**config.mk**
```make
export PLATFORM = sky130hd
export DESIGN_NAME = elrs_cell
export DESIGN_NICKNAME = d
export VERILOG_FILES = /design/src/rtl/elrs_pkg.sv /design/src/rtl/elrs_cell.sv
export SDC_FILE = /design/constraint.sdc
export NUM_CORES = 1
export LEC_CHECK = 0
export BUFFER_PORTS_ARGS = -buffer_cell sky130_fd_sc_hd__buf_2
export CAP_MARGIN = 10
export CELL_PAD_IN_SITES_DETAIL_PLACEMENT = 1
export CELL_PAD_IN_SITES_GLOBAL_PLACEMENT = 1
export CORE_AREA = 2 2 192 194
export CTS_BUF_LIST = sky130_fd_sc_hd__clkbuf_2 sky130_fd_sc_hd__clkbuf_4 sky130_fd_sc_hd__clkbuf_8
export DETAILED_ROUTE_END_ITERATION = 12
export DIE_AREA = 0 0 194 196
export PLACE_DENSITY_LB_ADDON = 0.1
export SYNTH_ARGS = -nofsm -noshare
export SYNTH_HDL_FRONTEND = slang
export SYNTH_SLANG_ARGS = --single-unit
```
**constraint.sdc**
```tcl
create_clock -name clock -period 8.1 [get_ports clock]
set_input_delay 1.62 -clock clock [delete_from_list [all_inputs] [get_ports clock]]
set_output_delay 1.62 -clock clock [all_outputs]
set_load 0.02 [all_outputs]
```
**src/rtl/elrs_pkg.sv**
```systemverilog
// ----------------------------------------------------------------------------
// elrs_pkg
// Shared types and constants for the event log ring store.
// ----------------------------------------------------------------------------
package elrs_pkg;

   typedef enum logic [2:0] {
      REQ_APPEND  = 3'd0,
      REQ_PREPEND = 3'd1,
      REQ_CLEAR   = 3'd2,
      REQ_GET     = 3'd3,
      REQ_INFO    = 3'd4
   } req_code_type;

   localparam logic [1:0] ST_OK       = 2'd0;
   localparam logic [1:0] ST_INVALID  = 2'd1;
   localparam logic [1:0] ST_NO_SPACE = 2'd2;
   localparam logic [1:0] ST_ABSENT   = 2'd3;

   localparam logic [1:0] CSR_ENABLE   = 2'd0;
   localparam logic [1:0] CSR_GEN_TS   = 2'd1;
   localparam logic [1:0] CSR_OFFSET   = 2'd2;
   localparam logic [1:0] CSR_CAPACITY = 2'd3;

   localparam logic [31:0] NO_MORE_IDS  = 32'hFFFF_FFFE;
   localparam logic [31:0] NEWEST_ALIAS = 32'hFFFF_FFFF;
   localparam logic [31:0] OLDEST_ALIAS = 32'h0000_0000;
   localparam logic [63:0] TIME_UNSPEC  = 64'h8000_0000_0000_0000;
   localparam logic [31:0] NS_PER_SEC   = 32'd1_000_000_000;

   // command broadcast down the cell chain
   typedef struct packed {
      logic inc_all;   // renumber: every cell adds one to its id
      logic shift_in;  // prepend: cells shift one toward the tail
      logic clear;
   } chain_ctl_type;

endpackage

```
**src/rtl/elrs_cell.sv**
```systemverilog
// ----------------------------------------------------------------------------
// elrs_cell
// One log entry slot; shifts toward the tail on prepend, renumbers in place.
// ----------------------------------------------------------------------------
module elrs_cell #(
   parameter int PAYLOAD_BITS = 64
) (
   input  logic                      clock,
   input  logic                      reset,
   input  elrs_pkg::chain_ctl_type   ctl,
   input  logic                      load,      // append or head-drop write into this cell
   input  logic                      prev_vld,
   input  logic [31:0]               prev_id,
   input  logic [PAYLOAD_BITS-1:0]   prev_pay,
   input  logic [63:0]               prev_ts,
   input  logic [31:0]               new_id,
   input  logic [PAYLOAD_BITS-1:0]   new_pay,
   input  logic [63:0]               new_ts,
   output logic                      vld,
   output logic [31:0]               id,
   output logic [PAYLOAD_BITS-1:0]   pay,
   output logic [63:0]               ts
);
   logic                    vld_ff, vld_in;
   logic [31:0]             id_ff, id_in;
   logic [PAYLOAD_BITS-1:0] pay_ff, pay_in;
   logic [63:0]             ts_ff, ts_in;

   always_comb begin
      vld_in = vld_ff;
      id_in  = id_ff;
      pay_in = pay_ff;
      ts_in  = ts_ff;
      priority if (ctl.clear) begin
         vld_in = 1'b0;
      end else if (ctl.shift_in) begin
         vld_in = prev_vld;
         id_in  = prev_id;
         pay_in = prev_pay;
         ts_in  = prev_ts;
      end else if (ctl.inc_all) begin
         id_in = id_ff + 32'd1;
      end else if (load) begin
         vld_in = 1'b1;
         id_in  = new_id;
         pay_in = new_pay;
         ts_in  = new_ts;
      end
   end

   always_ff @(posedge clock) begin
      if (reset) begin
         vld_ff <= 1'b0;
      end else begin
         vld_ff <= vld_in;
      end
      id_ff  <= id_in;
      pay_ff <= pay_in;
      ts_ff  <= ts_in;
   end

   assign vld = vld_ff;
   assign id  = id_ff;
   assign pay = pay_ff;
   assign ts  = ts_ff;
endmodule

```
# Yosys cells after proc, flatten, opt, wreduce, memory -nomap -nowiden
# Cells that the tools add are included.
op_classes:
  n_reduce_logical: 6
  n_eq_ne: 1
  n_addsub: 1
  n_bitwise: 1
  mux: 12
op_table:
  columns: ["cell", "count"]
  rows:
  - ["two-way mux 64 bit", 6]
  - ["two-way mux 32 bit", 3]
  - ["adder 32 x 1 -> 32 bit (second input constant)", 1]
  - ["AND reduction 2 bit", 2]
  - ["two-way mux 1 bit", 3]
  - ["AND reduction 3 bit", 1]
  - ["nonzero test 3 bit", 1]
  - ["inequality test 2 bit (second input constant)", 1]
  - ["nonzero test 2 bit", 1]
  - ["OR reduction 2 bit", 1]
  - ["inverter 1 bit", 1]
totals:
  wordCells: 25
  inputBits: 327
  out_inout_bits: 161
  regBits: 161

# Logic depth before layout (Yosys ltp)
# Gate-level depths: netlist of run 1.
logic_depth:
  depth_word: 3
  mapped_depth: 7
  mapped_depth_nobuf: 6

# Worst setup path after synthesis of run 1
# Ideal clock, no wire load.
synth_path:
  kind: "in2reg"
  startpoint: "input port ctl[1] (netlist name)"
  endpoint: "register pay_ff[0], in the netlist pay[0] (enable)"
  n_path_buf: 2
  t_required_ns: 7.484
  stages: 4
  setup_slack_ns: -0.099
  setup_time_ns: 0.616
  arrival_time_ns: 7.583
  cell_sequence: "clkbuf_1 -> clkbuf_1 -> nor2_1 -> nor2_1"
synth_between:
  elab_chain_len: 2
  elab_cells_between_ends: 3
  cone_classes: "1 x eq/ne; 2 x reduce/logical"
synth_lines:
  columns: ["item", "line_no", "rtl"]
  rows:
  - ["start: declaration", "elrs_cell.sv:10", "input elrs_pkg::chain_ctl_type ctl,"]
  - ["inequality test 2 bit (no source line) / nonzero test 2 bit (equally long branches)", null, null]
  - ["AND reduction 3 bit (no source line) *", null, null]
  - ["end signal: assignment", "elrs_cell.sv:58", "pay_ff <= pay_in;"]
  - ["end: declaration", "elrs_cell.sv:26", "logic [PAYLOAD_BITS-1:0] pay_ff, pay_in;"]
# Mark *: on every way between the ends. The rest lies on a longest branch, timed or not.
# A chain may end at the register's enable or synchronous reset.

# Worst setup path after layout of run 1
layout_path:
  startpoint: "input port ctl[2] (netlist name)"
  endpoint: "register ts_ff[47], in the netlist ts[47] (enable)"
layout_between:
  elab_chain_len: 2
layout_lines:
  columns: ["item", "line_no", "rtl"]
  rows:
  - ["inequality test 2 bit (no source line)", null, null]
  - ["AND reduction 3 bit (no source line)", null, null]
  - ["end signal: assignment", "elrs_cell.sv:59", "ts_ff <= ts_in;"]
  - ["end: declaration", "elrs_cell.sv:27", "logic [63:0] ts_ff, ts_in;"]
# No other way between the ends.

==> metrics.txt, run 1 <==
GRT Util Overall 15.8%; CTS tree built; relative slew slack about 29%; register bit total from synthesis between 150 and 200; Synth Cell Area 0.00750 mm²; setup TNS 0 ps; routed len/inst 20.9 µm; # DRC 0; worst r2r src id[7]; YS warnings 0; area grow syn2layout 45.2%; DRT antenna net count 0; synthesized netlist cell count 496; Slew Limit Fails 0; Top FF cell, synth edfxtp_1; non-filler instance count after layout 1,468; share of layout cells above drive strength 1 between 60% and 70%; worst vdd ir roughly 0.000094 V; routed vias 6,206; maxcap violations 0; core area 0.0361 mm²; antenna violations before repair 16; Final Hold Fails 0; Crit. Startpoint ctl[2]; Detailed Routing Iterations Pass 1 4; multi-input logic area approximately 0.0026 mm²; CP max FO 108; startpoint types primary input; Nets 1,309; Cell variety after synth 38; Worst Setup End Kind flop; DP HPWL 24.2 mm; Initial Util 20.8%; final wirelength 30.7 mm; pin count of the biggest net entering global routing approximately 110; cts repair resizes 0; most area-hungry cell type in the Yosys netlist edfxtp_1; 1st-iter DRT viols just under 300; power per cell area 188 mW/mm²; outcome completed; syn nets 824; worst-margin pin slew 1070 ps; H-Tree Level Count 4; GPL Wtd Cong 0.759; Max Fclk 301 MHz; CTS Buf Count 17; average cell area after synthesis 15.1 µm²; vias in the first global route 6,565; clock buffer depth 2; drt via density 4.23; clk sinks 161; Register Area 0.00482 mm²; Die Y a little under 200 µm; skew final 11.2 ps; clk_lat worst skew 480 ps; Final setup viols 0; root buf cell clkbuf_8; post-CTS setup repair buffer count 0; CTS Hold Bufs 0; data arrival time of the worst path 3430 ps; num ports around 500; HP Start id[31]; asr flop ratio synth 0%; Row Count 70; Yosys top cell area share 64.1%; largest cells by area after synthesis edfxtp_1, mux2_2, xor2_1; register area share after synthesis 64.3%; clock transition at the registers of the reported paths 80 ps; Final min period roughly 3300 ps; Setup CP Type in -> reg; number of fill cells in the layout just over 4,000; Die Wd 194 µm; Die ar. 0.0380 mm²; IO Port Bufs 487; Leak 0.00454 µW; final period utilization 41.1%; Post-synth EDFFs 160; Congestion Overflow GR 0; RSZ-0062 raised after global routing false; global-route wire length before repair 43.8 mm; # placed instances 1,430; CP required 8210 ps; min-delay worst type reg -> reg
==> worst max-delay path, stage by stage <==
cell and delay, ps:
buf_2 240, nor2b_1 210, nor2_1 90, nor2_4 570, buf_12 490
==> layout make-up <==
cell class	instances	share of cell area (%)
Multi-Input combinational cell	305	23.6
Timing Repair Buffer	493	23.0
Inverter	3	0.103
Sequential cell	161	44.3
Clock buffer	21	2.43
Tap cell	468	5.38
Clock inverter	11	1.05
Antenna cell	6	0.138
==> placed cells by master, fill, tap and decap left out, types with 2 or more instances in the layout <==
| master | synthesis | layout |
|---|---|---|
| xnor2_1 | 4 | 4 |
| edfxtp_1 | 160 | 160 |
| mux2_2 | 128 | 128 |
| nor4_1 | 2 | 2 |
| and3_1 | 4 | 4 |
| nand2_1 | 19 | 19 |
| nor2_2 | 1 | 2 |
| bufinv_16 | 0 | 2 |
| diode_2 | 0 | 6 |
| nor2_1 | 10 | 8 |
| nand3_1 | 16 | 16 |
| o21ai_0 | 29 | 29 |
| buf_2 | 1 | 486 |
| mux2i_1 | 4 | 4 |
| clkinv_2 | 0 | 5 |
| a22oi_1 | 21 | 21 |
| buf_4 | 0 | 5 |
| clkbuf_4 | 0 | 4 |
| nand3_2 | 2 | 2 |
| nand4_1 | 11 | 11 |
| clkbuf_8 | 0 | 17 |
| o21ai_1 | 3 | 3 |
| inv_1 | 3 | 3 |
| a21oi_1 | 5 | 5 |
| nor3_1 | 7 | 7 |
| xor2_1 | 23 | 23 |
==> through the flow <==
| stage | total power [µW] | cell area, µm² | hold slack [ps] | utilization (%) | setup WS, ps |
|---|---|---|---|---|---|
| 2_1_floorplan | 1270 | 7500 | 700 | - | 2060 |
| 3_3_place_gp | 1470 | 10500 | 627 | 29.1 | 4250 |
| 3_5_place_dp | 1470 | 10500 | 621 | 29.1 | 4220 |
| 4_1_cts | 2100 | 10900 | 642 | 30.1 | 4790 |
| 5_1_grt | 2150 | 10900 | 707 | 30.1 | 4600 |
| 6_report | 2050 | 10900 | 641 | 30.2 | 4770 |
==> sequential cells by signal, summed over array words and instances (netlist names) <==
| register | count |
|---|---|
| pay | 64 |
| id | 32 |
| ts | 64 |
| vld | 1 |
==> per-layer routing <==
layer	track usage, %	routed length [µm]	vias up
met2	28.5	16400	248
met3	6.91	2580	36
met1	16.9	11200	2994
met5	0	113	-
li1	-	-	2910
met4	3.82	336	18
==> synthesized netlist by cell type, drive strengths merged, types with 3 or more instances <==
| cell type | instances |
|---|---|
| nand2 | 19 |
| xnor2 | 4 |
| nand3 | 18 |
| clkbuf | 26 |
| a21oi | 5 |
| nor2 | 11 |
| a22oi | 21 |
| edfxtp | 160 |
| nand4 | 11 |
| mux2i | 4 |
| nor4 | 3 |
| inv | 3 |
| o21ai | 32 |
| nor3 | 7 |
| xor2 | 23 |
| mux2 | 128 |
| and3 | 4 |
==> final timing paths <==
kind | endpoint | slack [ps] | depth (start not counted)
worst max register to register | id[31] | 5650 | 5
worst min-delay path | id[31] | 640 | 2
worst min register to register | id[31] | 640 | 2
worst max-delay path | ts[47] | 4770 | 5
==> report_power, final <==
part           leakage, µW  switching (µW)  internal, µW
Combinational      0.00281             234           168
Sequential         0.00154            30.7          1010
Clock             0.000199             326           285
==> cell families (layout without fill, tap and decap cells) <==
logic type / count (synthesis) / count (layout) / share of synthesized area (%)
compound gates: 65 / 65 / 5.32
xor+xnor: 27 / 27 / 3.15
fa+ha+maj: 1 / 1 / 0.167
buf+inv: 30 / 528 / 1.52
flops: 161 / 161 / 64.3
mux: 132 / 132 / 19.8
other cells: 0 / 6 / 0
simple gates: 80 / 80 / 5.74
(Power assumes the default switching activity.)
==> run 2, diff against run 1 <==
==> constraint.sdc (replaced) <==
create_clock -name clock -period 2.7 [get_ports clock]
set_input_delay 0.54 -clock clock [delete_from_list [all_inputs] [get_ports clock]]
set_output_delay 0.54 -clock clock [all_outputs]
set_load 0.02 [all_outputs]
==> metrics.txt, run 2 (synthesis results as in run 1) <==
clk sinks between 150 and 200; # DRC 0; Setup CP Type reg -> reg; worst-margin pin slew 621 ps; CTS Buf Count 17; dpl ws 630 ps; final wirelength 30.8 mm; CTS tree built; DRT antenna net count 0; routed vias 6,156; worst vdd ir 0.000258 V; min-delay worst type in -> reg; DP HPWL about 25 mm; GPL Wtd Cong 0.748; Die ar. 0.0380 mm²; CP max FO 9; number of fill cells in the layout 4,103; Worst Setup End Kind flop; Final setup viols 0; drt via density 4.17; data arrival time of the worst path 2280 ps; relative slew slack 58.2%; share of layout cells above drive strength 1 roughly two thirds; most frequent cells in the layout buf_2, edfxtp_1, mux2_2; antenna violations before repair 13; H-Tree Level Count 4; core area between 0.03 and 0.04 mm²; Initial Util 20.8%; cts repair resizes 0; pin count of the biggest net entering global routing 95; CP required 2920 ps; global-route wire length before repair 44.2 mm; Die Y approximately 200 µm; PnR worst setup slack around 640 ps; Congestion Overflow GR 0; 1st-iter DRT viols 251; num ports 488; fin area 0.0110 mm²; root buf cell clkbuf_8; Final Hold Fails 0; post-CTS setup repair buffer count 0; Crit. Startpoint id[7]; Nets 1,316; maxcap violations 0; reg2reg setup slack 640 ps; RSZ-0062 raised after global routing false; worst r2r src id[7]; area grow syn2layout 47.3%; Final min period 2060 ps; Max Fclk 486 MHz; Slew Limit Fails 0; end of the critical path id[28]; power per cell area 572 mW/mm²; clock buffer depth 2; vias in the first global route 6,707; routed len/inst 20.8 µm; commonest non-fill, non-tap cell in the layout buf_2; GRT Util Overall 16.0%; skew final 16.7 ps; endpoint of the worst-slack reg-to-reg timing path id[28]; CTS Hold Bufs 0; Detailed Routing Iterations Pass 1 4; clock transition at the registers of the reported paths 100 ps; final period utilization 76.3%; Row Count 70; setup TNS 0 ps; startpoint types flop; Die Wd 194 µm; clk_lat worst skew 480 ps; IO Port Bufs a little under 500; worst r2r path cells 6; outcome completed; placed cell areas roughly 0.011 mm²; Leak approximately 0.0046 µW
-- run 2: changes by cell type in the layout (fill, tap and decap cells not counted), moves of 2 or more --
cell / delta
bufinv_16: +2
diode_2: +3
clkinv_2: -3
buf_4: +3
clkinv_1: +2
buf_12: +4
clkbuf_4: -2
-- run 2: per-stage QoR --
stage | util (%) | cells | power (µW) | hold WS, ps
after detailed placement | 29.4 | 1437 | 4420 | 642
after CTS | 30.6 | 1468 | 6440 | 206
final | 30.6 | 1477 | 6310 | 262
after floorplan | - | 496 | 3800 | 617
after global routing | 30.6 | 1472 | 6610 | 223
after global placement | 29.4 | 1437 | 4410 | 639
-- run 2: layout make-up --
cell class	instances	area, µm²	share of cell area, %
Sequential cell	161	4820	43.7
Timing Repair Buffer	500	2600	23.6
Multi-Input combinational cell	305	2580	23.4
Tap cell	468	586	5.30
Clock buffer	19	249	2.25
Clock inverter	12	166	1.51
Antenna cell	9	22.5	0.204
Inverter	3	11.3	0.102
-- run 2: layer usage --
| layer | wire length [µm] | share of wire [%] | GRT usage [%] |
|---|---|---|---|
| met2 | 16100 | 52 | 28.6 |
| met4 | 489 | 1.6 | 5.11 |
| met1 | 11500 | 37 | 17.4 |
| met3 | 2660 | 8.6 | 6.03 |
| met5 | 42 | 0.14 | 0 |
-- run 2: worst max-delay path, stage by stage (launching register included) --
cell and delay, ps:
edfxtp_1 470, nand3_1 220, nor4_4 500, buf_4 250, nand4_1 110, xor2_1 170, o21ai_1 70
-- run 2: worst min-delay path by stage --
stage	startpoint	cells past startpoint	slack, ps	endpoint
after global placement	id[31]	2	640	id[31]
after floorplan	reset	1	620	vld
after global routing	reset	2	220	vld
after CTS	reset	2	210	vld
final	reset	2	260	vld
after detailed placement	id[31]	2	640	id[31]
-- run 2: power by group --
part,internal [µW],switching (µW),total [µW],leakage [µW]
combinational,519,711,1230,0.00287
sequential,3020,91.8,3110,0.00154
clock,1010,963,1980,0.000209
total,4550,1770,6310,0.00461
==> run 3, diff against run 2 <==
--- a/config.mk
+++ b/config.mk
@@ -9,10 +9,10 @@
 export CAP_MARGIN = 10
 export CELL_PAD_IN_SITES_DETAIL_PLACEMENT = 1
 export CELL_PAD_IN_SITES_GLOBAL_PLACEMENT = 1
-export CORE_AREA = 2 2 192 194
+export CORE_AREA = 2 2 189 191
 export CTS_BUF_LIST = sky130_fd_sc_hd__clkbuf_2 sky130_fd_sc_hd__clkbuf_4 sky130_fd_sc_hd__clkbuf_8
 export DETAILED_ROUTE_END_ITERATION = 12
-export DIE_AREA = 0 0 194 196
+export DIE_AREA = 0 0 191 193
 export PLACE_DENSITY_LB_ADDON = 0.1
 export SYNTH_ARGS = -nofsm -noshare
 export SYNTH_HDL_FRONTEND = slang
==> constraint.sdc (replaced) <==
create_clock -name clock -period 2 [get_ports clock]
set_input_delay 0.4 -clock clock [delete_from_list [all_inputs] [get_ports clock]]
set_output_delay 0.4 -clock clock [all_outputs]
set_load 0.02 [all_outputs]
==> metrics.txt, run 3 (synthesis results as in run 1) <==
final wirelength 29.5 mm; clk_lat worst skew 470 ps; routed vias 6,235; data arrival time of the worst path 2220 ps; pin count of the biggest net entering global routing just over 80; Row Count 69; vias in the first global route 6,502; min-delay worst type in -> reg; combinational power share 20.6%; maxcap violations 0; Die ar. between 0.03 and 0.04 mm²; outcome completed; CP delay by family, top simple AND/OR/NAND/NOR gates; H-Tree Level Count 4; Initial Util 21.4%; num ports 488; skew final 11.6 ps; GPL Wtd Cong 0.734; crit-path max cell delay 490 ps; Hold WS 77.0 ps; antenna violations before repair 14; Cell Chain, Critical Path nand4_1 -> nor4_4 -> buf_12 -> nand3_2 -> or4_1 -> nand3_1; commonest non-fill, non-tap cell in the layout buf_2; CTS Hold Bufs 0; Internal Dissipation slightly below 6000 µW; slowest CP cell or4_1; clock transition at the registers of the reported paths ~90 ps; worst vdd ir 0.000418 V; core area between 0.03 and 0.04 mm²; Final min period 1880 ps; reg2reg setup slack ~120 ps; P_sw approximately 2400 µW; endpoint of the worst-slack reg-to-reg timing path id[31]; Max Fclk 533 MHz; GRT Util Overall 15.3%; Die Y 193 µm; relative slew slack 35.5%; clk sinks approximately 160; CTS tree built; CP max FO 7; startpoint types flop; Slew Limit Fails 0; HP Start reset; worst r2r path cells 6; Leak 0.00470 µW; Nets 1,337; IO Port Bufs 487; Congestion Overflow GR 0; Register Area 0.00482 mm²; sw frac 29.2%; clock network fraction of total power between 20 and 30%; power per cell area 747 mW/mm²; clock buffer depth 2; number of fill cells in the layout 3,980; 1st-iter DRT viols 184; root buf cell clkbuf_8; worst-margin pin slew 965 ps; dpl ws 111 ps; Buffers & Inverters on Critical Path 1; setup TNS 0 ps; multi-input logic area roughly 0.0026 mm²; Detailed Routing Iterations Pass 1 4; Final setup viols 0; drt via density between 4 and 5; most frequent cells in the layout buf_2, edfxtp_1, mux2_2; DP HPWL 23.4 mm; routed len/inst 19.7 µm; Worst Hold Endpoint vld; Worst Setup End Kind flop; RSZ-0062 raised after global routing false; Setup CP Type reg -> reg; DRT antenna net count 0; # DRC 0; Final Hold Fails 0; global-route wire length before repair 40.6 mm; Tot Pwr 8350 µW; WHS Path Cells 2; Die Wd 191 µm; worst r2r src id[13]; final period utilization a little over nine tenths; sequential share of power 49.9%; PnR worst setup slack 123 ps; area grow syn2layout 49.1%; CP required 2340 ps; share of layout cells above drive strength 1 67.2%; CTS Buf Count 17
-- run 3: metal layers --
layer	vias to the layer above	part of all wire, %	GRT usage [%]	routed length (µm)
li1	2980	-	-	-
met1	2966	37	16.7	11000
met2	254	51	26.8	15100
met3	29	9.4	6.50	2760
met4	6	1.9	5.28	566
met5	-	0.13	0	39
-- run 3: power by group through the flow --
stage          Sequential [µW]  Combinational, µW  Clock (µW)
3_3_place_gp              4240               1750           0
2_1_floorplan             4660                474           0
4_1_cts                   4170               1760        2580
5_1_grt                   4210               1850        2690
6_report                  4170               1720        2470
3_5_place_dp              4250               1750           0
-- run 3: worst max path at each step --
stage	startpoint	cells past startpoint	to
after floorplan	ctl[1]	4	pay[0]
after CTS	id[19]	5	id[31]
final	id[13]	6	id[31]
after global routing	id[1]	6	id[16]
after detailed placement	id[19]	5	id[31]
after global placement	id[11]	6	id[31]
-- run 3: layout make-up --
type | count | share of cell area (%)
sequential | 161 | 43.2
timing repair buffer | 521 | 24.7
multi-input combinational | 305 | 23.2
tap | 461 | 5.16
clock buffer | 18 | 2.16
clock inverter | 14 | 1.22
antenna | 12 | 0.269
inverter | 3 | 0.101
-- run 3: repair_timing --
item	in CTS	in global routing
resized for setup	0	2
setup endpoints to repair	0	2
buffers inserted	0	4
-- run 3: stage by stage --
step	area, µm²	std cells	util (%)
2_1_floorplan	7580	496	-
3_3_place_gp	10700	1447	30.7
3_5_place_dp	10700	1447	30.7
4_1_cts	11100	1479	31.8
5_1_grt	11200	1487	31.9
6_report	11200	1495	32.0
